`config.mk`:
```
export PLATFORM = sky130hd
export DESIGN_NAME = rhm_queue
export DESIGN_NICKNAME = d
export VERILOG_FILES = /design/src/sv/rhm_queue.sv
export SDC_FILE = /design/constraint.sdc
export NUM_CORES = 1
export LEC_CHECK = 0
export BUFFER_PORTS_ARGS = -buffer_cell sky130_fd_sc_hd__buf_2
export CORE_AREA = 2 2 48 50
export CTS_CLUSTER_SIZE = 25
export DETAILED_ROUTE_END_ITERATION = 7
export DIE_AREA = 0 0 50 52
export SLEW_MARGIN = 20
export SYNTH_ARGS = -nofsm -noshare
export SYNTH_HDL_FRONTEND = slang
export SYNTH_SLANG_ARGS = --single-unit
```
`constraint.sdc`:
```
create_clock -name clk -period 1.6 [get_ports clk]
set_input_delay 0.16 -clock clk [delete_from_list [all_inputs] [get_ports clk]]
set_output_delay 0.16 -clock clk [all_outputs]
set_load 0.01 [all_outputs]
```
`src/sv/rhm_queue.sv`:
```
module rhm_queue #(
  parameter int WIDTH = 8,
  parameter int DEPTH = 2
) (
  input  logic             clk,
  input  logic             rst,
  input  logic             push,
  input  logic [WIDTH-1:0] din,
  output logic             full,
  input  logic             pop,
  output logic [WIDTH-1:0] dout,
  output logic             empty
);

  localparam int AW = $clog2(DEPTH);
  localparam int CW = $clog2(DEPTH + 1);

  logic [WIDTH-1:0] mem [DEPTH];
  logic [AW-1:0]    wr_ptr;
  logic [AW-1:0]    rd_ptr;
  logic [CW-1:0]    count;
  logic             do_push;
  logic             do_pop;

  assign full    = (count == CW'(DEPTH));
  assign empty   = (count == '0);
  assign do_push = push && !full;
  assign do_pop  = pop && !empty;
  assign dout    = mem[rd_ptr];

  always_ff @(posedge clk) begin
    if (rst) begin
      wr_ptr <= '0;
      rd_ptr <= '0;
      count  <= '0;
    end else begin
      if (do_push) begin
        wr_ptr <= (wr_ptr == AW'(DEPTH - 1)) ? '0 : wr_ptr + 1'b1;
      end
      if (do_pop) begin
        rd_ptr <= (rd_ptr == AW'(DEPTH - 1)) ? '0 : rd_ptr + 1'b1;
      end
      if (do_push && !do_pop) begin
        count <= count + 1'b1;
      end else if (do_pop && !do_push) begin
        count <= count - 1'b1;
      end
    end
  end

  always_ff @(posedge clk) begin
    if (do_push) begin
      mem[wr_ptr] <= din;
    end
  end

endmodule

```
==> key figures <==
Detailed routing
  – Detailed-route via count: between 400 and 500
  – Detail Route Antenna Nets: 0
  – Aggregate routed wire length: around 1.2 mm
  – DRC viols: 0
  – Initial DRT Pass Iterations: 4
  – 1st-iter DRT viols: 12
  – WL/cell: roughly 11 um
  – Avg Vias per Cell: roughly 4.4

Yosys
  – Synth top area share: about three fifths
  – Yosys reg bits: 21
  – Distinct cells, synth: 13
  – YS warnings: 0
  – Number of synthesized flops with an enable pin: 16
  – Most frequent cell after synthesis: edfxtp_1
  – Synth area leaders: edfxtp_1, dfxtp_1, mux2_2
  – Mapped Avg Cell Area: 15.87 um2
  – Async SR Flop Fraction: 0%
  – Area leader, netlist: edfxtp_1
  – Syn Inst Count: 50
  – Post-Syn Area: approximately 790 um2
  – Mapped Nets: between 60 and 70
  – Sequential share of the synthesized area: roughly three quarters
  – Post-synth top cells: edfxtp_1, mux2_2, dfxtp_1, nor2_1
  – Synth Flop Type: edfxtp_1

STA
  – RSZ-0062 raised after global routing: yes
  – Final hold vios: 0
  – Max-slew headroom: around 76%
  – Skew final: 0.001963 ns
  – Worst-Margin Slew: 0.3601 ns
  – Final Critical Period: between 1.5 and 2 ns
  – Setup_tns: 0 ns
  – FMAX: 648.1 MHz
  – Setup-failing EPs final: 0
  – Worst setup margin: ~0.057 ns
  – Max-slew violations: 0
  – Final worst-path cycle share: a little over nine tenths

Cells and area
  – Layout Cells excl Fill: 103
  – Layout area overhead: 22.40%
  – Non-Filler Cell Area, Final: around 970 um2
  – Layout cells sized above 1: just under 50%
  – N_diodes: 0
  – Final nets: 89
  – Fillers: about 190

Floorplanning
  – Die Width: approximately 50 um
  – Ports: 22
  – Die ar.: between 2000 and 3000 um2
  – Core Rows: 17
  – Die H: ~52 um
  – Core ar.: 2106 um2
  – Initial Util: 37.67%

Critical path
  – Cells along the critical path: nor2b_4, nor2_1, ha_1, or3_1, a21oi_1
  – Slowest-stage cell, CP: dfxtp_1
  – R2r endpoint: count[1]$_SDFFE_PP0P_
  – Crit path max fanout: 5
  – Reg-to-Reg Start: count[1]$_SDFFE_PP0P_
  – R2R cell count: 5
  – Critical path class: register to register
  – Startpoint Class: register
  – Crit path largest cell delay: about 0.4 ns
  – Reg-to-reg slack, setup: about 0.057 ns
  – Crit end category: register
  – Crit path required time: 1.84 ns
  – Critical Path AT: between 1.5 and 2 ns

Global routing
  – Largest net degree at the start of global routing: 13
  – Antenna violations before repair: 0
  – Vias in the first global route: 437
  – Gr ovfl total: 0
  – GRT Util Overall: 10.20%
  – First-pass GRT wire length: between 1.5 and 2 mm

Placed design
  – Gpl congestion: ~0.63
  – DPL Wire Length: 833.6 um
  – Input/output buffers: 21
  – Pre-CTS setup slack: between 0.06 and 0.07 ns
  – Placed inst area: between 900 and 1000 um2
  – Inst Count DP: 99

Clocking
  – Bufs on Longest Clock Path: 2
  – TritonCTS buffer count: 3
  – Worst-path clk slew: roughly 0.11 ns
  – Cell chosen for the clock root: clkbuf_4
  – CTS tree: done
  – Post_cts resized: 0
  – Sink Count: 21
  – H-tree depth: 1
  – Clock Latency Late Sink: 0.30 ns
  – Post-CTS Hold Buffers: 0
  – # Post-CTS Setup Buffers: 0

Worst hold path
  – WHS Endpoint: mem[0][0]$_DFFE_PP_
  – Hold Path Class: input pin to register
  – Hold Crit Start: din[0]
  – Hold depth: 1

Power and ir drop
  – P_leak: roughly 0.39 nW
  – PwrDens: ~1500 nW/um2
  – PnR Total Power: approximately 0.0015 W
  – Peak supply drop: approximately 860 uV

Outcome
  – Status: complete, no violations

Job
  – Max cap viols: 0
## worst max-delay path: cells and delay by family (launching register included)
family / cells / cell delay [ns]
AOI/OAI and AO/OA: 1 / 0.15
adders and majority gates: 1 / 0.31
DFF: 1 / 0.40
and+or+nand+nor: 3 / 0.62
## report_power, final
group          leakage (nW)  total, W  switching (W)  internal [W]
sequential            0.191  0.000774      0.0000738      0.000700
combinational         0.178  0.000445       0.000214      0.000232
clock                0.0177  0.000249       0.000156     0.0000933
## final cells by class
type,count,area (um2),area share (%)
clock buffer,3,22.52,2.320
clock inverter,1,5.005,0.5155
inverter,2,7.507,0.7732
multi-input combinational,26,205.2,21.13
sequential,21,583.1,60.05
tap,28,35.03,3.608
timing repair buffer,22,112.6,11.60
## per-stage QoR
| step | utilization [%] | hold slack, ns |
|---|---|---|
| final | 46.11 | 0.03983 |
| after global placement | 44.44 | 0.3489 |
| after global routing | 46.11 | 0.03115 |
| after floorplan | - | 0.2291 |
| after detailed placement | 44.44 | 0.3536 |
| after CTS | 45.75 | 0.03469 |
## how the worst max path moves through the flow
stage | to | cells past startpoint | slack (ns) | from
6_report | count[1]$_SDFFE_PP0P_ | 5 | 0.06 | count[1]$_SDFFE_PP0P_
5_1_grt | count[1]$_SDFFE_PP0P_ | 4 | -0.01 | count[0]$_SDFFE_PP0P_
4_1_cts | count[1]$_SDFFE_PP0P_ | 5 | 0.04 | count[1]$_SDFFE_PP0P_
3_5_place_dp | count[1]$_SDFFE_PP0P_ | 5 | 0.07 | count[1]$_SDFFE_PP0P_
3_3_place_gp | count[1]$_SDFFE_PP0P_ | 4 | 0.13 | count[0]$_SDFFE_PP0P_
2_1_floorplan | count[1]$_SDFFE_PP0P_ | 5 | 0.11 | count[1]$_SDFFE_PP0P_
## cells by family (layout without fill, tap and decap cells)
logic type	after synthesis	count (layout)	share of synthesized area, %
AND/OR/NAND/NOR	9	9	5.837
adder cells (fa/ha/maj)	1	1	1.577
multiplexers	8	8	11.36
XOR/XNOR	3	3	3.313
buffers and inverters	3	28	1.577
AO/OA/AOI/OAI	5	5	3.154
flip-flops	21	21	73.19
## metal layers
metal | part of all wire, % | routed length [um] | GRT usage [%]
met1 | 42 | 491 | 11.94
met4 | 1.0 | 12 | 4.167
met5 | 0 | 0 | 0
met2 | 48 | 560 | 16.01
met3 | 8.4 | 97 | 4.885
## flip-flops by register name, summed over array words and instances, names as in the netlist, named ones only
| register | count |
|---|---|
| mem | 16 |
| count | 2 |
| rd_ptr | 1 |
| wr_ptr | 1 |
## cells in the final DEF, fill, tap and decap left out, types with 2 or more instances in the layout
master and n:
mux2_2 8, o21ai_0 3, dfxtp_2 2, edfxtp_1 16, buf_2 21, or3_1 2
inv_1 2, xor2_1 3, dfxtp_1 3, a21oi_1 2, clkbuf_4 3, nor2_1 5
Note: power is estimated with default switching activity, not from simulation.
