$ cat src/sv/rhm_pkg.sv
package rhm_pkg;

  localparam int DT_W     = 21;
  localparam int MS_W     = 22;
  localparam int HOUR_W   = 32;
  localparam int COUNT_W  = 32;
  localparam int USAGE_W  = 14;
  // hours * ms-per-hour + ms fits in 54 bits
  localparam int TIME_W   = 54;
  // time scaled by 10000 needs 14 more bits
  localparam int SCALED_W = TIME_W + USAGE_W;

  localparam logic [MS_W-1:0]    MS_PER_HOUR    = 22'd3600000;
  localparam logic [DT_W-1:0]    MAX_ELAPSED_MS = 21'd1800000;
  localparam logic [DT_W-1:0]    FALLBACK_MS    = 21'd10;
  localparam logic [USAGE_W-1:0] USAGE_FULL     = 14'd10000;

  // 10000 = 2^13 + 2^10 + 2^9 + 2^8 + 2^4
  localparam int SCALE_TERMS = 5;
  localparam int DIV_STEPS   = USAGE_W;

  typedef struct packed {
    logic [DT_W-1:0] elapsed_ms;
    logic            running_in;
    logic            trip_reset;
  } in_word_t;

  typedef struct packed {
    logic                 start_pulse;
    logic [COUNT_W-1:0]   total_starts;
    logic [COUNT_W-1:0]   trip_starts;
    logic [HOUR_W-1:0]    total_hours;
    logic [HOUR_W-1:0]    total_run_hours;
    logic [HOUR_W-1:0]    trip_hours;
    logic [HOUR_W-1:0]    trip_run_hours;
    logic [USAGE_W-1:0]   total_usage;
    logic [USAGE_W-1:0]   trip_usage;
    logic [COUNT_W-1:0]   old_trip_starts;
    logic [HOUR_W-1:0]    old_trip_run_hours;
    logic [USAGE_W-1:0]   old_trip_usage;
  } out_word_t;

  typedef struct packed {
    logic [DT_W-1:0] dt;
    logic            running;
    logic            trip_reset;
  } cmd_t;

  typedef enum logic [1:0] {
    BK_IDLE,
    BK_START,
    BK_WAIT,
    BK_PUSH
  } back_state_t;

  typedef enum logic [2:0] {
    DV_IDLE,
    DV_MUL_RUN,
    DV_MUL_ALL,
    DV_CHECK,
    DV_SCALE,
    DV_DIV,
    DV_DONE
  } div_state_t;

  function automatic logic [3:0] scale_shift(input logic [2:0] idx);
    logic [3:0] sh;
    unique case (idx)
      3'd0:    sh = 4'd13;
      3'd1:    sh = 4'd10;
      3'd2:    sh = 4'd9;
      3'd3:    sh = 4'd8;
      3'd4:    sh = 4'd4;
      default: sh = 4'd0;
    endcase
    return sh;
  endfunction

endpackage

$ cat src/sv/rhm_usage_div.sv
module rhm_usage_div (
  input  logic                         clk,
  input  logic                         rst,
  input  logic                         start,
  input  logic [rhm_pkg::HOUR_W-1:0]   run_h,
  input  logic [rhm_pkg::MS_W-1:0]     run_ms,
  input  logic [rhm_pkg::HOUR_W-1:0]   all_h,
  input  logic [rhm_pkg::MS_W-1:0]     all_ms,
  output logic                         done,
  output logic [rhm_pkg::USAGE_W-1:0]  usage
);
  import rhm_pkg::*;

  div_state_t          state;
  div_state_t          state_next;
  logic [HOUR_W-1:0]   run_h_q;
  logic [MS_W-1:0]     run_ms_q;
  logic [HOUR_W-1:0]   all_h_q;
  logic [MS_W-1:0]     all_ms_q;
  logic [TIME_W-1:0]   run_val;
  logic [TIME_W-1:0]   all_val;
  logic [SCALED_W-1:0] scaled;
  logic [SCALED_W-1:0] scaled_sum;
  logic [TIME_W-1:0]   rem;
  logic [TIME_W:0]     trial;
  logic [USAGE_W-1:0]  quo;
  logic [3:0]          cnt;
  logic [HOUR_W-1:0]   mul_h;
  logic [MS_W-1:0]     mul_ms;
  logic [TIME_W-1:0]   prod;

  // one multiplier, shared by the run and the calendar time
  always_comb begin
    mul_h  = (state == DV_MUL_RUN) ? run_h_q : all_h_q;
    mul_ms = (state == DV_MUL_RUN) ? run_ms_q : all_ms_q;
    prod   = TIME_W'(mul_h) * TIME_W'(MS_PER_HOUR) + TIME_W'(mul_ms);
  end

  assign scaled_sum = scaled + (SCALED_W'(run_val) << scale_shift(cnt[2:0]));
  assign trial      = {rem, scaled[{3'b000, cnt}]};

  always_comb begin
    state_next = state;
    unique case (state)
      DV_IDLE, DV_DONE: if (start) state_next = DV_MUL_RUN;
      DV_MUL_RUN:       state_next = DV_MUL_ALL;
      DV_MUL_ALL:       state_next = DV_CHECK;
      DV_CHECK: begin
        if (all_val == '0 || run_val >= all_val) begin
          state_next = DV_DONE;
        end else begin
          state_next = DV_SCALE;
        end
      end
      DV_SCALE:         if (cnt == 4'(SCALE_TERMS - 1)) state_next = DV_DIV;
      DV_DIV:           if (cnt == '0) state_next = DV_DONE;
      default:          state_next = DV_IDLE;
    endcase
  end

  always_comb begin
    done  = (state == DV_DONE);
    usage = quo;
  end

  always_ff @(posedge clk) begin
    if (rst) begin
      state <= DV_IDLE;
    end else begin
      state <= state_next;
    end
  end

  always_ff @(posedge clk) begin
    unique case (state)
      DV_IDLE, DV_DONE: begin
        if (start) begin
          run_h_q  <= run_h;
          run_ms_q <= run_ms;
          all_h_q  <= all_h;
          all_ms_q <= all_ms;
        end
      end
      DV_MUL_RUN: run_val <= prod;
      DV_MUL_ALL: all_val <= prod;
      DV_CHECK: begin
        scaled <= '0;
        cnt    <= '0;
        if (all_val == '0) begin
          quo <= '0;
        end else if (run_val >= all_val) begin
          quo <= USAGE_FULL;
        end else begin
          quo <= '0;
        end
      end
      DV_SCALE: begin
        scaled <= scaled_sum;
        if (cnt == 4'(SCALE_TERMS - 1)) begin
          rem <= scaled_sum[SCALED_W-1:DIV_STEPS];
          cnt <= 4'(DIV_STEPS - 1);
        end else begin
          cnt <= cnt + 1'b1;
        end
      end
      DV_DIV: begin
        // restoring step: remainder stays below the calendar time
        if (trial >= {1'b0, all_val}) begin
          rem <= TIME_W'(trial - {1'b0, all_val});
          quo <= {quo[USAGE_W-2:0], 1'b1};
        end else begin
          rem <= trial[TIME_W-1:0];
          quo <= {quo[USAGE_W-2:0], 1'b0};
        end
        cnt <= cnt - 1'b1;
      end
      default: begin
      end
    endcase
  end

endmodule

$ cat src/sv/rhm_back.sv
module rhm_back (
  input  logic               clk,
  input  logic               rst,
  input  rhm_pkg::cmd_t      cmd,
  input  logic               cmd_empty,
  output logic               cmd_pop,
  output rhm_pkg::out_word_t res,
  output logic               res_push,
  input  logic               res_full
);
  import rhm_pkg::*;

  function automatic logic [MS_W:0] ms_add(input logic [MS_W-1:0] ms,
                                           input logic [DT_W-1:0] dt);
    logic [MS_W:0] sum;
    sum = {1'b0, ms} + (MS_W + 1)'(dt);
    if (sum >= (MS_W + 1)'(MS_PER_HOUR)) begin
      return {1'b1, MS_W'(sum - (MS_W + 1)'(MS_PER_HOUR))};
    end
    return {1'b0, sum[MS_W-1:0]};
  endfunction

  back_state_t        state;
  back_state_t        state_next;
  logic               upd;
  logic               div_start;
  logic               tot_done;
  logic               trip_done;
  logic [USAGE_W-1:0] tot_div_usage;
  logic [USAGE_W-1:0] trip_div_usage;

  logic [MS_W-1:0]    total_ms;
  logic [HOUR_W-1:0]  total_hours;
  logic [MS_W-1:0]    trip_ms;
  logic [HOUR_W-1:0]  trip_hours;
  logic [MS_W-1:0]    total_run_ms;
  logic [HOUR_W-1:0]  total_run_hours;
  logic [MS_W-1:0]    trip_run_ms;
  logic [HOUR_W-1:0]  trip_run_hours;
  logic [COUNT_W-1:0] total_starts;
  logic [COUNT_W-1:0] trip_starts;
  logic               was_running;
  logic               start_pulse;
  logic [USAGE_W-1:0] total_usage;
  logic [USAGE_W-1:0] last_trip_usage;
  logic [COUNT_W-1:0] saved_trip_starts;
  logic [HOUR_W-1:0]  saved_trip_run_hours;
  logic [USAGE_W-1:0] saved_trip_usage;

  logic [MS_W-1:0]    trip_ms_base;
  logic [HOUR_W-1:0]  trip_hours_base;
  logic [MS_W-1:0]    trip_run_ms_base;
  logic [HOUR_W-1:0]  trip_run_hours_base;
  logic [COUNT_W-1:0] trip_starts_base;
  logic               rising;
  logic [MS_W:0]      tot_acc;
  logic [MS_W:0]      trip_acc;
  logic [MS_W:0]      tot_run_acc;
  logic [MS_W:0]      trip_run_acc;

  // trip reset clears before the update
  always_comb begin
    trip_ms_base        = cmd.trip_reset ? '0 : trip_ms;
    trip_hours_base     = cmd.trip_reset ? '0 : trip_hours;
    trip_run_ms_base    = cmd.trip_reset ? '0 : trip_run_ms;
    trip_run_hours_base = cmd.trip_reset ? '0 : trip_run_hours;
    trip_starts_base    = cmd.trip_reset ? '0 : trip_starts;
    rising              = cmd.running && !was_running;
    tot_acc             = ms_add(total_ms, cmd.dt);
    trip_acc            = ms_add(trip_ms_base, cmd.dt);
    tot_run_acc         = ms_add(total_run_ms, cmd.dt);
    trip_run_acc        = ms_add(trip_run_ms_base, cmd.dt);
  end

  always_comb begin
    state_next = state;
    unique case (state)
      BK_IDLE:  if (!cmd_empty) state_next = BK_START;
      BK_START: state_next = BK_WAIT;
      BK_WAIT:  if (tot_done && trip_done) state_next = BK_PUSH;
      BK_PUSH:  if (!res_full) state_next = BK_IDLE;
      default:  state_next = BK_IDLE;
    endcase
  end

  always_comb begin
    upd       = (state == BK_IDLE) && !cmd_empty;
    cmd_pop   = upd;
    div_start = (state == BK_START);
    res_push  = (state == BK_PUSH) && !res_full;
  end

  always_ff @(posedge clk) begin
    if (rst) begin
      state <= BK_IDLE;
    end else begin
      state <= state_next;
    end
  end

  always_ff @(posedge clk) begin
    if (rst) begin
      total_ms             <= '0;
      total_hours          <= '0;
      trip_ms              <= '0;
      trip_hours           <= '0;
      total_run_ms         <= '0;
      total_run_hours      <= '0;
      trip_run_ms          <= '0;
      trip_run_hours       <= '0;
      total_starts         <= '0;
      trip_starts          <= '0;
      was_running          <= 1'b0;
      start_pulse          <= 1'b0;
      total_usage          <= '0;
      last_trip_usage      <= '0;
      saved_trip_starts    <= '0;
      saved_trip_run_hours <= '0;
      saved_trip_usage     <= '0;
    end else begin
      if (upd) begin
        if (cmd.trip_reset) begin
          saved_trip_starts    <= trip_starts;
          saved_trip_run_hours <= trip_run_hours;
          saved_trip_usage     <= last_trip_usage;
        end
        total_ms    <= tot_acc[MS_W-1:0];
        total_hours <= total_hours + HOUR_W'(tot_acc[MS_W]);
        trip_ms     <= trip_acc[MS_W-1:0];
        trip_hours  <= trip_hours_base + HOUR_W'(trip_acc[MS_W]);
        if (cmd.running) begin
          total_run_ms    <= tot_run_acc[MS_W-1:0];
          total_run_hours <= total_run_hours + HOUR_W'(tot_run_acc[MS_W]);
          trip_run_ms     <= trip_run_acc[MS_W-1:0];
          trip_run_hours  <= trip_run_hours_base + HOUR_W'(trip_run_acc[MS_W]);
        end else begin
          trip_run_ms     <= trip_run_ms_base;
          trip_run_hours  <= trip_run_hours_base;
        end
        total_starts <= total_starts + COUNT_W'(rising);
        trip_starts  <= trip_starts_base + COUNT_W'(rising);
        was_running  <= cmd.running;
        start_pulse  <= rising;
      end
      if (state == BK_WAIT && tot_done && trip_done) begin
        total_usage     <= tot_div_usage;
        last_trip_usage <= trip_div_usage;
      end
    end
  end

  rhm_usage_div u_total_div (
    .clk   (clk),
    .rst   (rst),
    .start (div_start),
    .run_h (total_run_hours),
    .run_ms(total_run_ms),
    .all_h (total_hours),
    .all_ms(total_ms),
    .done  (tot_done),
    .usage (tot_div_usage)
  );

  rhm_usage_div u_trip_div (
    .clk   (clk),
    .rst   (rst),
    .start (div_start),
    .run_h (trip_run_hours),
    .run_ms(trip_run_ms),
    .all_h (trip_hours),
    .all_ms(trip_ms),
    .done  (trip_done),
    .usage (trip_div_usage)
  );

  always_comb begin
    res.start_pulse        = start_pulse;
    res.total_starts       = total_starts;
    res.trip_starts        = trip_starts;
    res.total_hours        = total_hours;
    res.total_run_hours    = total_run_hours;
    res.trip_hours         = trip_hours;
    res.trip_run_hours     = trip_run_hours;
    res.total_usage        = total_usage;
    res.trip_usage         = last_trip_usage;
    res.old_trip_starts    = saved_trip_starts;
    res.old_trip_run_hours = saved_trip_run_hours;
    res.old_trip_usage     = saved_trip_usage;
  end

endmodule

$ cat config.mk
export PLATFORM = sky130hd
export DESIGN_NAME = rhm_back
export DESIGN_NICKNAME = d
export VERILOG_FILES = /design/src/sv/rhm_pkg.sv /design/src/sv/rhm_usage_div.sv /design/src/sv/rhm_back.sv
export SDC_FILE = /design/constraint.sdc
export NUM_CORES = 2
export LEC_CHECK = 0
export BUFFER_PORTS_ARGS = -buffer_cell sky130_fd_sc_hd__buf_4
export CAP_MARGIN = 5
export CORE_ASPECT_RATIO = 1.75
export CORE_MARGIN = 4
export CORE_UTILIZATION = 44
export CTS_BUF_LIST = sky130_fd_sc_hd__clkbuf_4 sky130_fd_sc_hd__clkbuf_8 sky130_fd_sc_hd__clkbuf_16
export DETAILED_ROUTE_END_ITERATION = 8
export MAX_ROUTING_LAYER = met4
export PLACE_DENSITY_LB_ADDON = 0.08
export SYNTH_ARGS = -nofsm -noshare
export SYNTH_HDL_FRONTEND = slang
export SYNTH_HIERARCHICAL = 1
export SYNTH_SLANG_ARGS = --single-unit
export TNS_END_PERCENT = 5
$ cat constraint.sdc
create_clock -name clk -period 11 [get_ports clk]
set_clock_uncertainty 0.05 [all_clocks]
set_input_delay 0.55 -clock clk [delete_from_list [all_inputs] [get_ports clk]]
set_output_delay 0.55 -clock clk [all_outputs]
set_load 0.02 [all_outputs]
==> results.md <==
* Initial antenna violation count at 6
* Setup slack, reg-to-reg at 1.07 ns
* CTS Buf Count at 110
* # IOs at 328
* DR pass1 iterations at 9
* CTS Buffer Depth at 3
* Count of final max-slew check failures at 0
* Commonest non-fill, non-tap cell in the layout: inv_1
* Critical-path top delay cell: dfxtp_1
* Layout cell share with drive strength beyond 1 at 0.08702
* Worst Hold End: state[0]$_SDFFE_PP0P_
* Horiz. Die Dim at 358.5 um
* Largest net degree at the start of global routing at 188
* DRC violation count after routing at 1
* Post-Syn Area at about 95000 um2
* Core area at 213300 um2
* H-tree depth at 3
* Clk sinks at 1108
* Final setup vio count at 0
* Share of the synthesized area in the top cell type at 0.2260
* Average wire per standard cell at 22.37 um
* Part of the cycle the worst path needs at 0.9027
* Failing checks: DRC
* Synth Instances at about 10000
* Clk slew on worst S/H paths at 0.07 ns
* Die H at 621.4 um
* Via density per instance at 5.680
* Status: complete, but fails checks
* Final Hold Viols at 0
* Top_reg_cell synth: edfxtp_1
* Post-CTS Hold Buffers at 0
* Drt total wl at 292800 um
* Syn Area/Cell at about 9.4 um2
* Post-synth EDFFs at slightly above 700
* CP peak stage delay at 0.80 ns
* FF-to-FF End: u_trip_div/run_val[50]$_DFFE_PP_
* Grt total ovfl at 0
* Via count at 74358
* Required time worst endpoint at ~11 ns
* Most frequent CP cell: inv_1
* Cell variety after synth at between 100 and 150
* CP arrival at between 10 and 15 ns
* Setup_tns at 0 ns
* Endpoint class of the critical path: register
* Fmax at 100.7 MHz
* Post-DP HPWL at between 200000 and 250000 um
* Critical path type: reg -> reg
* WHS at 0.1697 ns
* Final ANT Viol Nets at 0
* Reg2Reg Depth at 30
* GR Util All Layers at 0.2646
* Mapped Nets at 11439
* Area grow syn2layout at 9.476%
* Worst skew pair latency at approximately 0.75 ns
* 1st-iter DRT viols at 5119
* Synth warn at 6
* CP startpoint kind: register
* HP Start: res_full
* Unrepaired setup endpoints after global routing: no
* Post-CTS Setup Inserts at 0
* Resized Gates After CTS at 0
* Post-synthesis sequential area ratio at 0.3098
* Synth Register Bits at about 1100
* Synth area leader: edfxtp_1
* GPL Wtd Cong at 0.9333
* IO buf count at 327
* Fin nets at 11536
* Relative slew slack at 0.2543
* Die area at approximately 220000 um2
* Initial Utilization at 0.4436
* TritonCTS clock tree: done
* First-pass GRT wire length at between 400000 and 500000 um
* Synth area leaders: edfxtp_1 (23%), ha_1 (12%), fa_1 (9.8%), dfxtp_1 (8.4%), mux2i_1 (4.6%)
* Worst Slack Setup Final at between 1 and 1.5 ns
* Ys async rst share at 0
* CP Max Fanout at 72
* Reg2reg start: u_trip_div/state[0]$_SDFFE_PP0P_
* Period minus WS final at around 10 ns
* Rows at 224
* CTS root buf: clkbuf_16
* Hold depth at 4
* Most frequent cells in the layout: inv_1 (890), ha_1 (879), nand2_1 (860)
* Vias in the first global route at 75954
* Worst slew pin tran at 1.116 ns
* Min-delay worst type: in -> reg
* Max-cap violations at 0
* Pre-CTS WS at 1.101 ns
critical path: cells and delay by family, from the launching register on:
| kind | cells | cell delay [ns] |
|---|---|---|
| DFF | 1 | 0.80 |
| xor gates and xnor gates | 3 | 0.58 |
| AOI/OAI and AO/OA | 2 | 0.81 |
| and+or+nand+nor | 9 | 2.78 |
| muxes | 1 | 0.43 |
| buffers and inverters | 7 | 1.00 |
| adders and majority gates | 8 | 3.10 |
stage by stage:
step           utilization  area, um2  cells
3_3_place_gp        0.4675      99710  12881
6_report            0.4856     103600  13091
4_1_cts             0.4856     103600  13087
3_5_place_dp        0.4675      99710  12881
2_1_floorplan            -      94610  10071
5_1_grt             0.4856     103600  13091
area by class of cell:
type                       instances  area (um2)
inverter                         894        3357
clock buffer                     135        3059
fill                           20169      109700
antenna                            4       10.01
timing repair buffer             389        2965
clock inverter                    71       795.8
sequential                      1108       29310
multi-input combinational       7665       60540
tap                             2825        3535
flip-flops by register name, indices dropped and copies added (netlist names), 54 cells and up:
signal and count:
u_total_div/all_val 54, u_total_div/rem 54, u_total_div/run_val 54, u_total_div/scaled 68, u_trip_div/all_val 54, u_trip_div/rem 54
u_trip_div/run_val 54, u_trip_div/scaled 68
kinds of logic (layout without fill, tap and decap cells):
| logic type | Yosys count | after routing | share of synthesized area |
|---|---|---|---|
| compound gates | 2200 | 2200 | 0.1503 |
| xor+xnor | 680 | 680 | 0.06360 |
| fa+ha+maj | 1341 | 1341 | 0.2140 |
| buf+inv | 1298 | 1489 | 0.05224 |
| flops | 1108 | 1108 | 0.3098 |
| mux | 593 | 593 | 0.06607 |
| other cells | 0 | 4 | 0 |
| simple gates | 2851 | 2851 | 0.1440 |
how the worst max path moves through the flow:
stage                                     startpoint                                to  slack (ns)  depth (start not counted)
finish              u_trip_div/state[0]$_SDFFE_PP0P_  u_trip_div/run_val[50]$_DFFE_PP_        1.07                         30
global route        u_trip_div/state[0]$_SDFFE_PP0P_  u_trip_div/run_val[50]$_DFFE_PP_        0.36                         30
CTS                 u_trip_div/state[0]$_SDFFE_PP0P_  u_trip_div/all_val[50]$_DFFE_PP_        1.05                         30
detailed placement  u_trip_div/state[0]$_SDFFE_PP0P_  u_trip_div/all_val[50]$_DFFE_PP_        1.10                         30
global placement    u_trip_div/state[0]$_SDFFE_PP0P_  u_trip_div/all_val[50]$_DFFE_PP_        1.25                         30
floorplan           u_trip_div/state[0]$_SDFFE_PP0P_  u_trip_div/all_val[53]$_DFFE_PP_       -0.04                         30
routing by layer:
metal  GRT usage  wire [um]
met1      0.3385     127400
met2      0.4436     143200
met3     0.02527      11940
met4     0.08072      10250
met5           -          0
cells in the mapped netlist, types with 58 or more instances:
master,count
a21oi_1,722
o21ai_0,380
inv_1,891
or3_1,58
nor2b_1,139
clkbuf_1,324
a31oi_1,74
nor2_1,792
nand4_1,170
mux2_2,151
and3_1,119
and2_1,67
fa_1,462
a211oi_1,125
ha_1,879
nand2_1,864
o21bai_1,77
nor3_1,146
dfxtp_1,396
edfxtp_1,712
nand2b_1,85
nand3_1,187
mux2i_1,431
a21o_1,340
xor2_1,290
xnor2_1,385
Power is left out: the tool's default activity adds up to more than one toggle a clock period on the data nets, which glitch-free logic cannot reach.
