`src/sv/rhm_pkg.sv`:
```
package rhm_pkg;

  localparam int DT_W     = 21;
  localparam int MS_W     = 22;
  localparam int HOUR_W   = 32;
  localparam int COUNT_W  = 32;
  localparam int USAGE_W  = 14;
  // hours * ms-per-hour + ms fits in 54 bits
  localparam int TIME_W   = 54;
  // time scaled by 10000 needs 14 more bits
  localparam int SCALED_W = TIME_W + USAGE_W;

  localparam logic [MS_W-1:0]    MS_PER_HOUR    = 22'd3600000;
  localparam logic [DT_W-1:0]    MAX_ELAPSED_MS = 21'd1800000;
  localparam logic [DT_W-1:0]    FALLBACK_MS    = 21'd10;
  localparam logic [USAGE_W-1:0] USAGE_FULL     = 14'd10000;

  // 10000 = 2^13 + 2^10 + 2^9 + 2^8 + 2^4
  localparam int SCALE_TERMS = 5;
  localparam int DIV_STEPS   = USAGE_W;

  typedef struct packed {
    logic [DT_W-1:0] elapsed_ms;
    logic            running_in;
    logic            trip_reset;
  } in_word_t;

  typedef struct packed {
    logic                 start_pulse;
    logic [COUNT_W-1:0]   total_starts;
    logic [COUNT_W-1:0]   trip_starts;
    logic [HOUR_W-1:0]    total_hours;
    logic [HOUR_W-1:0]    total_run_hours;
    logic [HOUR_W-1:0]    trip_hours;
    logic [HOUR_W-1:0]    trip_run_hours;
    logic [USAGE_W-1:0]   total_usage;
    logic [USAGE_W-1:0]   trip_usage;
    logic [COUNT_W-1:0]   old_trip_starts;
    logic [HOUR_W-1:0]    old_trip_run_hours;
    logic [USAGE_W-1:0]   old_trip_usage;
  } out_word_t;

  typedef struct packed {
    logic [DT_W-1:0] dt;
    logic            running;
    logic            trip_reset;
  } cmd_t;

  typedef enum logic [1:0] {
    BK_IDLE,
    BK_START,
    BK_WAIT,
    BK_PUSH
  } back_state_t;

  typedef enum logic [2:0] {
    DV_IDLE,
    DV_MUL_RUN,
    DV_MUL_ALL,
    DV_CHECK,
    DV_SCALE,
    DV_DIV,
    DV_DONE
  } div_state_t;

  function automatic logic [3:0] scale_shift(input logic [2:0] idx);
    logic [3:0] sh;
    unique case (idx)
      3'd0:    sh = 4'd13;
      3'd1:    sh = 4'd10;
      3'd2:    sh = 4'd9;
      3'd3:    sh = 4'd8;
      3'd4:    sh = 4'd4;
      default: sh = 4'd0;
    endcase
    return sh;
  endfunction

endpackage

```
`src/sv/rhm_queue.sv`:
```
module rhm_queue #(
  parameter int WIDTH = 8,
  parameter int DEPTH = 2
) (
  input  logic             clk,
  input  logic             rst,
  input  logic             push,
  input  logic [WIDTH-1:0] din,
  output logic             full,
  input  logic             pop,
  output logic [WIDTH-1:0] dout,
  output logic             empty
);

  localparam int AW = $clog2(DEPTH);
  localparam int CW = $clog2(DEPTH + 1);

  logic [WIDTH-1:0] mem [DEPTH];
  logic [AW-1:0]    wr_ptr;
  logic [AW-1:0]    rd_ptr;
  logic [CW-1:0]    count;
  logic             do_push;
  logic             do_pop;

  assign full    = (count == CW'(DEPTH));
  assign empty   = (count == '0);
  assign do_push = push && !full;
  assign do_pop  = pop && !empty;
  assign dout    = mem[rd_ptr];

  always_ff @(posedge clk) begin
    if (rst) begin
      wr_ptr <= '0;
      rd_ptr <= '0;
      count  <= '0;
    end else begin
      if (do_push) begin
        wr_ptr <= (wr_ptr == AW'(DEPTH - 1)) ? '0 : wr_ptr + 1'b1;
      end
      if (do_pop) begin
        rd_ptr <= (rd_ptr == AW'(DEPTH - 1)) ? '0 : rd_ptr + 1'b1;
      end
      if (do_push && !do_pop) begin
        count <= count + 1'b1;
      end else if (do_pop && !do_push) begin
        count <= count - 1'b1;
      end
    end
  end

  always_ff @(posedge clk) begin
    if (do_push) begin
      mem[wr_ptr] <= din;
    end
  end

endmodule

```
`src/sv/rhm_front.sv`:
```
module rhm_front (
  input  logic              clk,
  input  logic              rst,
  input  logic              push,
  input  rhm_pkg::in_word_t item,
  output logic              full,
  input  logic              cmd_pop,
  output rhm_pkg::cmd_t     cmd,
  output logic              cmd_empty
);
  import rhm_pkg::*;

  cmd_t                cmd_in;
  logic [$bits(cmd_t)-1:0] cmd_raw;

  // implausible scan time falls back to the nominal tick
  always_comb begin
    cmd_in.running    = item.running_in;
    cmd_in.trip_reset = item.trip_reset;
    if (item.elapsed_ms == '0 || item.elapsed_ms > MAX_ELAPSED_MS) begin
      cmd_in.dt = FALLBACK_MS;
    end else begin
      cmd_in.dt = item.elapsed_ms;
    end
  end

  rhm_queue #(
    .WIDTH($bits(cmd_t)),
    .DEPTH(2)
  ) u_cmd_queue (
    .clk  (clk),
    .rst  (rst),
    .push (push),
    .din  (cmd_in),
    .full (full),
    .pop  (cmd_pop),
    .dout (cmd_raw),
    .empty(cmd_empty)
  );

  assign cmd = cmd_t'(cmd_raw);

endmodule

```
`config.mk`:
```
export PLATFORM = sky130hd
export DESIGN_NAME = rhm_front
export DESIGN_NICKNAME = d
export VERILOG_FILES = /design/src/sv/rhm_pkg.sv /design/src/sv/rhm_queue.sv /design/src/sv/rhm_front.sv
export SDC_FILE = /design/constraint.sdc
export NUM_CORES = 1
export LEC_CHECK = 0
export ABC_AREA = 1
export ABC_CLOCK_PERIOD_IN_PS = 2900
export BUFFER_PORTS_ARGS = -buffer_cell sky130_fd_sc_hd__buf_2
export CAP_MARGIN = 0
export CORE_MARGIN = 4
export CORE_UTILIZATION = 57
export DETAILED_ROUTE_END_ITERATION = 7
export PLACE_DENSITY = 0.86
export REMOVE_ABC_BUFFERS = 1
export SLEW_MARGIN = 20
export SYNTH_ARGS = -nofsm -noshare
export SYNTH_HDL_FRONTEND = slang
export SYNTH_HIERARCHICAL = 1
export SYNTH_SLANG_ARGS = --single-unit
```
`constraint.sdc`:
```
create_clock -name clk -period 2.9 [get_ports clk]
set_input_delay 0.435 -clock clk [delete_from_list [all_inputs] [get_ports clk]]
set_output_delay 0.435 -clock clk [all_outputs]
set_load 0.02 [all_outputs]
```
==> results of run 1 <==
report_power, final:
group | leakage (nW) | switching [mW] | internal (mW) | total, mW
Combinational | 0.614 | 0.395 | 0.247 | 0.642
Clock | 0.0422 | 0.206 | 0.169 | 0.375
Sequential | 0.473 | 0.0418 | 0.937 | 0.978
Total | 1.13 | 0.643 | 1.35 | 2.00
sequential cells by signal (all words and copies together), names as in the netlist, named ones only:
signal,flops
u_cmd_queue/wr_ptr,1
u_cmd_queue/mem,46
u_cmd_queue/rd_ptr,1
u_cmd_queue/count,2
how the worst max path moves through the flow:
stage	from	end	slack, ps	cells after the start
after floorplan	u_cmd_queue/count[0]$_SDFFE_PP0P_	u_cmd_queue/mem[1][0]$_DFFE_PP_	980	2
after CTS	flop	cmd[7]	990	3
final	flop	cmd[7]	1010	3
after detailed placement	item[20]	u_cmd_queue/mem[0][4]$_DFFE_PP_	1140	7
after global placement	push	u_cmd_queue/mem[0][10]$_DFFE_PP_	1200	4
after global routing	flop	cmd[16]	940	3
synthesized netlist by cell type (3+ instances only):
library cell  count
inv_2             3
nand4_1           4
nor2_4            3
dfxtp_1           5
nand3_1           8
nand2_1          16
nor2_2            8
o21ai_0           3
mux2_2           23
edfxtp_1         46
nor2_1           23
inv_1            28
cell families (layout without fill, tap and decap cells):
logic type,count (synthesis),count (layout),synth area share
AOI/OAI and AO/OA,6,6,0.01627
adders and majority gates,1,1,0.005422
buffers and inverters,34,93,0.06887
DFF,51,51,0.6421
muxes,23,23,0.1123
and+or+nand+nor,70,70,0.1551
routing by layer:
| layer | wire length [um] | vias up | part of all wire | global-route usage |
|---|---|---|---|---|
| met1 | 1685 | 678 | 0.41 | 0.2180 |
| met2 | 2052 | 53 | 0.50 | 0.3061 |
| met5 | 0 | - | 0 | 0 |
| li1 | - | 734 | - | - |
| met3 | 289 | 9 | 0.070 | 0.04208 |
| met4 | 75 | 0 | 0.018 | 0.06889 |
critical path, cell delays in order (launching register included):
cell and delay (ps):
dfxtp_1 310, buf_4 290, mux2_2 390, buf_2 160
per-stage QoR:
stage / setup slack [ps] / utilization / hold slack (ps)
final: 1008 / 0.7078 / 325.6
after global routing: 943.6 / 0.7078 / 324.5
after CTS: 989.9 / 0.7078 / 323.9
after detailed placement: 1138 / 0.6864 / 519.5
after global placement: 1201 / 0.6864 / 498.9
after floorplan: 975.8 / - / 475.5
cells in the final DEF (no fill, tap or decap), types with 2 or more instances in the layout:
cell      synthesis  routed
o21ai_2           2       2
edfxtp_1         46      46
clkbuf_1          0       2
nand2_1          16      16
mux2_2           23      23
nor2_4            3       3
o21ai_0           3       3
inv_1            28      28
inv_2             3       3
nand2_2           2       2
nor2_2            8      10
buf_4             0       3
nand3_1           8       8
nand4_1           4       4
nor2_1           23      21
dfxtp_1           5       5
clkbuf_8          0       5
buf_2             0      51
area by class of cell:
cell class | count | area (um^2) | share of cell area
Clock buffer | 7 | 76.32 | 0.02839
Timing Repair Buffer | 54 | 277.8 | 0.1033
Multi-Input combinational cell | 100 | 671.9 | 0.2499
Clock inverter | 1 | 5.005 | 0.001861
Inverter | 31 | 116.4 | 0.04328
Sequential cell | 51 | 1481 | 0.5510
Tap cell | 48 | 60.06 | 0.02234
==> reports/qor.yml, run 1 <==
r2r_cells: 3
setup_viol: 0
rr_endpoint: "u_cmd_queue/mem[0][10]$_DFFE_PP_"
postPlaceCellArea_um2: 2608
cp_data_arrival_time_ps: 1460
layout.nets: 271
rsz0062_at_grt: "no"
ys.flop_type: "edfxtp_1"
cts_buffers: 5
grt.total_usage: 0.1786
async_reset_ff_frac: 0
grt_pass1_wl_um: 7065
fmaxAchievable_mhz: 528.5
stdcell_count: 292
cp-end-kind: "output pin"
vias: 1474
finalWeightedCongestion: 0.7647
clk-insertion-delay-late_ps: 300
antenna_found_initial: 0
io_pins: 52
synth_area_leaders: "edfxtp_1, mux2_2, inv_1"
synth_seq_cells: 51
hold_start: "item[1]"
synth_top_area_cell: "edfxtp_1"
drv_slew: 0
critPathKind: "reg -> out"
placedCellCount: 284
worst_pin_slew_ps: 531.4
drc: 0
worstSetupStartpointType: "flop"
clkTransAtPathRegs_ps: 80
initial_core_util: 0.6074
num_rows: 22
drive_gt1_frac: 0.4344
cts_resized: 0
die_h_um: 71.62
cts_tree: "built"
grt_max_degree: 24
hp-class: "in -> reg"
r2r_slack_ps: 1220
hold_buffers: 0
setup_tns_ps: 0
post_cts_buffers: 0
wl_per_cell_um: 14.05
power_mw: 1.996
dp_hpwl_um: 3029
nFillCells: 285
via_per_inst: 5.048
maxCapViolCount: 0
dr.pass1.iters: 4
overflow: 0
cts_sinks: 51
finalCritPeriodShare: 0.6524
syn_avg_cell_area_um2: 12.47
wl_um: 4102
slew_headroom: 0.6453
yosysWarnings: 6
grt_pass1_vias: 1556
ys_seq_area_frac: 0.6421
cp.required_ps: 2470
fin_worst_skew_ps: 2.037
path_max_fanout: 23
hold_depth: 1
antenna_left: 0
powerDensity_nw_per_um2: 742.2
syn_inst: 185
die_area_um2: 5129
core_area_um2: 3799
clockBufferDepth: 2
die_w_um: 71.62
hold_end: "u_cmd_queue/mem[0][1]$_DFFE_PP_"
synth.distinct_cells: 24
design_area_um2: 2689
ir_drop_uv: 487.3
drtIter0Drc: 115
numPortBuffers: 51
r2r_start: "u_cmd_queue/count[0]$_SDFFE_PP0P_"
fin_crit_ps: 1892
antenna_cells: 0
synth-edff-count: 46
synthToLayoutAreaGrowth_pct: 16.54
netlist_area_um2: 2307
status: "complete, no violations"
root_buffer: "clkbuf_8"
yosys.area.top_type_share: 0.5987
leakagePower_nw: 1.130
htreeDepth: 2
hold_viol_final: 0
Power figures use the tool's default switching activity.
==> inputs of run 2 (changes only) <==
--- a/config.mk
+++ b/config.mk
@@ -6,13 +6,13 @@
 export NUM_CORES = 1
 export LEC_CHECK = 0
 export ABC_AREA = 1
-export ABC_CLOCK_PERIOD_IN_PS = 2900
+export ABC_CLOCK_PERIOD_IN_PS = 1920
 export BUFFER_PORTS_ARGS = -buffer_cell sky130_fd_sc_hd__buf_2
 export CAP_MARGIN = 0
 export CORE_MARGIN = 4
-export CORE_UTILIZATION = 57
+export CORE_UTILIZATION = 53
 export DETAILED_ROUTE_END_ITERATION = 7
-export PLACE_DENSITY = 0.86
+export PLACE_DENSITY = 0.81
 export REMOVE_ABC_BUFFERS = 1
 export SLEW_MARGIN = 20
 export SYNTH_ARGS = -nofsm -noshare
==> constraint.sdc (replaced) <==
create_clock -name clk -period 1.92 [get_ports clk]
set_input_delay 0.288 -clock clk [delete_from_list [all_inputs] [get_ports clk]]
set_output_delay 0.288 -clock clk [all_outputs]
set_load 0.02 [all_outputs]
==> run 2 against run 1 <==
Net effect: die area increased by 6.7%; total power increased by 51%; clock skew increased by 3.0 ps; first-iteration DRC count decreased by 2.6%; routed wire length decreased by 2.1%; combinational power increased by 52%; highest routed layer unchanged.
==> reports/qor.yml, run 2 (same netlist as run 1, synthesis figures left out) <==
worst_pin_slew_ps: 320.0  # -211.4 ps
largest_reg_flops: 46  # unchanged
cts_tree: "built"
grt_pass1_vias: 1524  # -2.1%
finalWeightedCongestion: 0.8413  # +10%
final_util: 0.6555  # -0.05232
antenna_found_initial: 0  # unchanged
powerDensity_nw_per_um2: 1119  # +51%
placedCellCount: 287  # +1.1%
hold_buffers: 0  # unchanged
initial_core_util: 0.5607  # -0.04672
clockBufferDepth: 2  # unchanged
hold_start: "item[0]"
core_area_um2: 4115  # +8.3%
grt_max_degree: 24  # unchanged
wl_um: 4016  # -2.1%
drive_gt1_frac: 0.4327  # -0.001773
final_common_cell: "buf_2"
cp-end-kind: "output pin"
drc: 0  # unchanged
path_max_fanout: 15  # -35%
cts_sinks: 51  # unchanged
intPower_mw: 2.044  # +51%
die_w_um: 73.98  # +3.3%
clkTransAtPathRegs_ps: 90  # about the same
io_pins: 52  # unchanged
grt_pass1_wl_um: 6603  # -6.5%
dr.pass1.iters: 4  # unchanged
multi_input_area_um2: 671.9  # unchanged
nFillCells: 322  # +13%
overflow: 0  # unchanged
clk-insertion-delay-late_ps: 290  # about the same
htreeDepth: 2  # unchanged
pwr-share-comb: 0.323  # about the same
cts_buffers: 5  # unchanged
ir_drop_uv: 880.1  # +81%
dp_hpwl_um: 3005  # -0.80%
wl_per_cell_um: 13.61  # -3.1%
worstSetupStartpointType: "flop"
largest-register: "u_cmd_queue/mem"
power_mw: 3.017  # +51%
maxCapViolCount: 0  # unchanged
post_cts_buffers: 0  # unchanged
fmaxAchievable_mhz: 599.6
antenna_cells: 0  # unchanged
critPathKind: "reg -> out"
stdcell_count: 295  # +1.0%
swShare: 0.3227  # +0.0006734
mostFrequentLayoutCells: "buf_2, edfxtp_1, inv_1, mux2_2, nor2_1"
leakagePower_nw: 1.133  # +0.29%
final-seq-area_um2: 1481  # unchanged
rsz0062_at_grt: "no"
status: "complete, no violations"
numPortBuffers: 51  # unchanged
hp-class: "in -> reg"
r2r_start: "u_cmd_queue/count[1]$_SDFFE_PP0P_"
finalCritPeriodShare: 0.8687
fin_worst_skew_ps: 5.053  # +3.016 ps
antenna_left: 0  # unchanged
power_switching_uw: 973.8  # +52%
hold_viol_final: 0  # unchanged
cp.required_ps: 1630  # -840 ps
pwr-share-seq: 0.489  # about the same
fin_crit_ps: 1668
die_h_um: 73.98  # +3.3%
root_buffer: "clkbuf_8"
vias: 1484  # +0.68%
grt.total_usage: 0.1621  # -0.01650
power_frac_clock: 0.188  # about the same
via_per_inst: 5.031  # -0.35%
reg_top3: "u_cmd_queue/mem x46, u_cmd_queue/count x2"
layout.nets: 272  # +0.37%
synthToLayoutAreaGrowth_pct: 16.92
cts_resized: 0  # unchanged
setup_tns_ps: 0  # unchanged
num_rows: 23  # +4.5%
cp_data_arrival_time_ps: 1380  # -80 ps
drtIter0Drc: 112  # -2.6%
setup_viol: 0  # unchanged
slew_headroom: 0.7866  # +0.1413
drv_slew: 0  # unchanged
die_area_um2: 5473  # +6.7%
[run 2: cell types whose count changed in the layout (fill, tap and decap cells not counted)]
cell | previous run | this run
clkinv_1 | 0 | 2
buf_4 | 3 | 4
clkbuf_1 | 2 | 1
clkinv_2 | 1 | 0
[run 2: cell type report]
cell class | instances | share of cell area
clock buffer | 6 | 0.02690
clock inverter | 2 | 0.002783
timing repair buffer | 55 | 0.1058
inverter | 31 | 0.04314
sequential | 51 | 0.5492
multi-input combinational | 100 | 0.2491
tap | 50 | 0.02319
[run 2: path summary, 6_finish.rpt]
| check | end | slack, ps | depth (start not counted) |
|---|---|---|---|
| worst max-delay path | cmd[9] | 250 | 3 |
| worst max register to register | u_cmd_queue/count[1]$_SDFFE_PP0P_ | 410 | 9 |
| worst min register to register | u_cmd_queue/wr_ptr$_SDFFE_PP0P_ | 530 | 2 |
| worst min-delay path | u_cmd_queue/mem[1][0]$_DFFE_PP_ | 180 | 1 |
[run 2: per-layer routing]
| layer | vias to the layer above | part of all wire | GRT usage |
|---|---|---|---|
| met5 | - | 0 | 0 |
| met4 | 0 | 0.011 | 0.05634 |
| met3 | 6 | 0.075 | 0.04595 |
| met2 | 46 | 0.50 | 0.2756 |
| met1 | 691 | 0.41 | 0.1986 |
| li1 | 741 | - | - |
[run 2: critical path, cell delays in order, from the launching register on]
cell and delay (ps):
dfxtp_1 330, buf_4 230, mux2_2 360, buf_2 160
[run 2: power groups by stage]
| stage | sequential, mW | clock [mW] | combinational [mW] |
|---|---|---|---|
| after floorplan | 1.52 | 0 | 0.647 |
| after global placement | 1.49 | 0 | 0.972 |
| after detailed placement | 1.50 | 0 | 0.987 |
| after CTS | 1.48 | 0.579 | 0.993 |
| after global routing | 1.49 | 0.631 | 1.08 |
| final | 1.48 | 0.568 | 0.974 |
[run 2: per-stage QoR]
stage	setup slack (ps)	instance area, um^2	hold WS, ps
after CTS	223.2	2698	178.1
after floorplan	-4.207	2265	386.9
after global placement	339.3	2618	477.5
final	252.1	2698	181.5
after global routing	166.3	2698	160.4
after detailed placement	300.9	2618	487.2
==> inputs of run 3 (changes only) <==
--- a/config.mk
+++ b/config.mk
@@ -12,7 +12,8 @@
 export CORE_MARGIN = 4
 export CORE_UTILIZATION = 53
 export DETAILED_ROUTE_END_ITERATION = 7
-export PLACE_DENSITY = 0.81
+export PLACE_DENSITY = 0.78
+export RECOVER_POWER = 50
 export REMOVE_ABC_BUFFERS = 1
 export SLEW_MARGIN = 20
 export SYNTH_ARGS = -nofsm -noshare
==> run 3 against run 2 <==
Net effect: core utilization shrank 1.4 points; sequential share of layout area increased by 1.2 points; die area unchanged; clock power barely moved; final cell count is the same; maximum frequency is 4.6% lower.
==> reports/qor.yml, run 3 (same netlist as run 1, synthesis figures left out) <==
status: "complete, no violations"
cp.required_ps: 1630  # about the same
drv_slew: 0  # unchanged
path_max_fanout: 23  # +8
reg_top3: "u_cmd_queue/mem x46, u_cmd_queue/count x2"
leakagePower_nw: 1.111  # -2.0%
final_util: 0.6415  # -0.01399
worst_pin_slew_ps: 749.8  # +429.8 ps
post_cts_buffers: 0  # unchanged
pwr-share-seq: 0.494  # +0.005
postPlaceCellArea_um2: 2625  # +0.29%
ir_drop_uv: 763.5  # -13%
via_per_inst: 4.969  # -1.2%
mostFrequentLayoutCells: "buf_2, edfxtp_1, inv_1, nor2_1, mux2_2"
path_cells: "buf_4, mux2_2, buf_2"
synthToLayoutAreaGrowth_pct: 14.43
hp-class: "in -> reg"
grt_max_degree: 24  # unchanged
grt_pass1_wl_um: 6851  # +3.8%
swShare: 0.3249  # +0.002216
root_buffer: "clkbuf_8"
grt_pass1_vias: 1481  # -2.8%
initial_core_util: 0.5607  # unchanged
antenna_left: 0  # unchanged
drc: 0  # unchanged
maxCapViolCount: 0  # unchanged
dr.pass1.iters: 4  # unchanged
setup_tns_ps: 0  # unchanged
cp-end-kind: "output pin"
wl_per_cell_um: 14.33  # +5.3%
wl_um: 4227  # +5.3%
die_w_um: 73.98  # unchanged
num_rows: 23  # unchanged
cts_resized: 0  # unchanged
core_area_um2: 4115  # unchanged
power_frac_clock: 0.189  # about the same
drive_gt1_frac: 0.3714  # -0.06122
htreeDepth: 2  # unchanged
drtIter0Drc: 125  # +12%
intPower_mw: 2.017  # -1.3%
fin_worst_skew_ps: 1.886  # -3.167 ps
power_switching_uw: 970.9  # -0.30%
largest-register: "u_cmd_queue/mem"
slew_headroom: 0.5001  # -0.2865
cts_buffers: 5  # unchanged
die_h_um: 73.98  # unchanged
crit_family: "buffers and inverters"
clkTransAtPathRegs_ps: 80  # about the same
hold_viol_final: 0  # unchanged
numPortBuffers: 51  # unchanged
finalWeightedCongestion: 0.7454  # -11%
vias: 1466  # -1.2%
hold_buffers: 0  # unchanged
antenna_found_initial: 0  # unchanged
pwr-share-comb: 0.317  # -0.006
fin_ws_ps: 171.9  # -80.21 ps
design_area_um2: 2640  # -2.1%
nFillCells: 330  # +2.5%
overflow: 0  # unchanged
fmaxAchievable_mhz: 572.0  # -4.6%
largest_reg_flops: 46  # unchanged
cp_slowest_cell: "mux2_2"
cp_slowest_stage_delay_ps: 390  # +30 ps
pre_cts_ws_ps: 285.7  # -15.21 ps
path_buf_inv: 2  # unchanged
dp_hpwl_um: 3189  # +6.1%
grt.total_usage: 0.1710  # +0.008923
final_common_cell: "buf_2"
cts_sinks: 51  # unchanged
hold_ws_ps: 180.1  # -1.425 ps
io_pins: 52  # unchanged
setup_viol: 0  # unchanged
rsz0062_at_grt: "no"
die_area_um2: 5473  # unchanged
powerDensity_nw_per_um2: 1132  # +1.2%
clk-insertion-delay-late_ps: 300  # about the same
fin_crit_ps: 1748  # +80.21 ps
antenna_cells: 0  # unchanged
layout.nets: 273  # +0.37%
critPathKind: "reg -> out"
cp_data_arrival_time_ps: 1460  # +80 ps
clockBufferDepth: 2  # unchanged
cts_tree: "built"
worstSetupStartpointType: "flop"
finalCritPeriodShare: 0.9105  # +0.04177
run 3: layout make-up:
cell class | count | area, um^2 | area share
clock buffer | 5 | 68.82 | 0.02607
clock inverter | 2 | 8.758 | 0.003318
inverter | 31 | 116.4 | 0.04408
multi-input combinational | 100 | 628.1 | 0.2379
sequential | 51 | 1481 | 0.5611
tap | 50 | 62.56 | 0.02370
timing repair buffer | 56 | 274.0 | 0.1038
run 3: through the flow:
stage | cells | power [mW]
final | 295 | 2.988
after global routing | 295 | 3.166
after CTS | 295 | 3.057
after detailed placement | 288 | 2.498
after global placement | 288 | 2.471
after floorplan | 182 | 2.172
run 3: metal layers:
layer	GRT usage	part of all wire
met1	0.2174	0.42
met2	0.2835	0.50
met3	0.04595	0.068
met4	0.06036	0.015
met5	0	0
run 3: power by group through the flow:
stage                     clock network (mW)  registers [mW]  logic, mW
final                                  0.566            1.48      0.946
after detailed placement                   0            1.51      0.991
after global routing                   0.632            1.49       1.04
after floorplan                            0            1.52      0.647
after CTS                              0.581            1.48      0.995
after global placement                     0            1.49      0.978
run 3: final timing paths:
path              cells past startpoint  slack [ps]                               to                              start
setup reg to reg                      3         270  u_cmd_queue/mem[1][1]$_DFFE_PP_  u_cmd_queue/count[0]$_SDFFE_PP0P_
hold reg to reg                       2         520  u_cmd_queue/wr_ptr$_SDFFE_PP0P_    u_cmd_queue/wr_ptr$_SDFFE_PP0P_
setup / recovery                      3         170                           cmd[7]                               flop
hold / removal                        1         180  u_cmd_queue/mem[1][0]$_DFFE_PP_                            item[0]
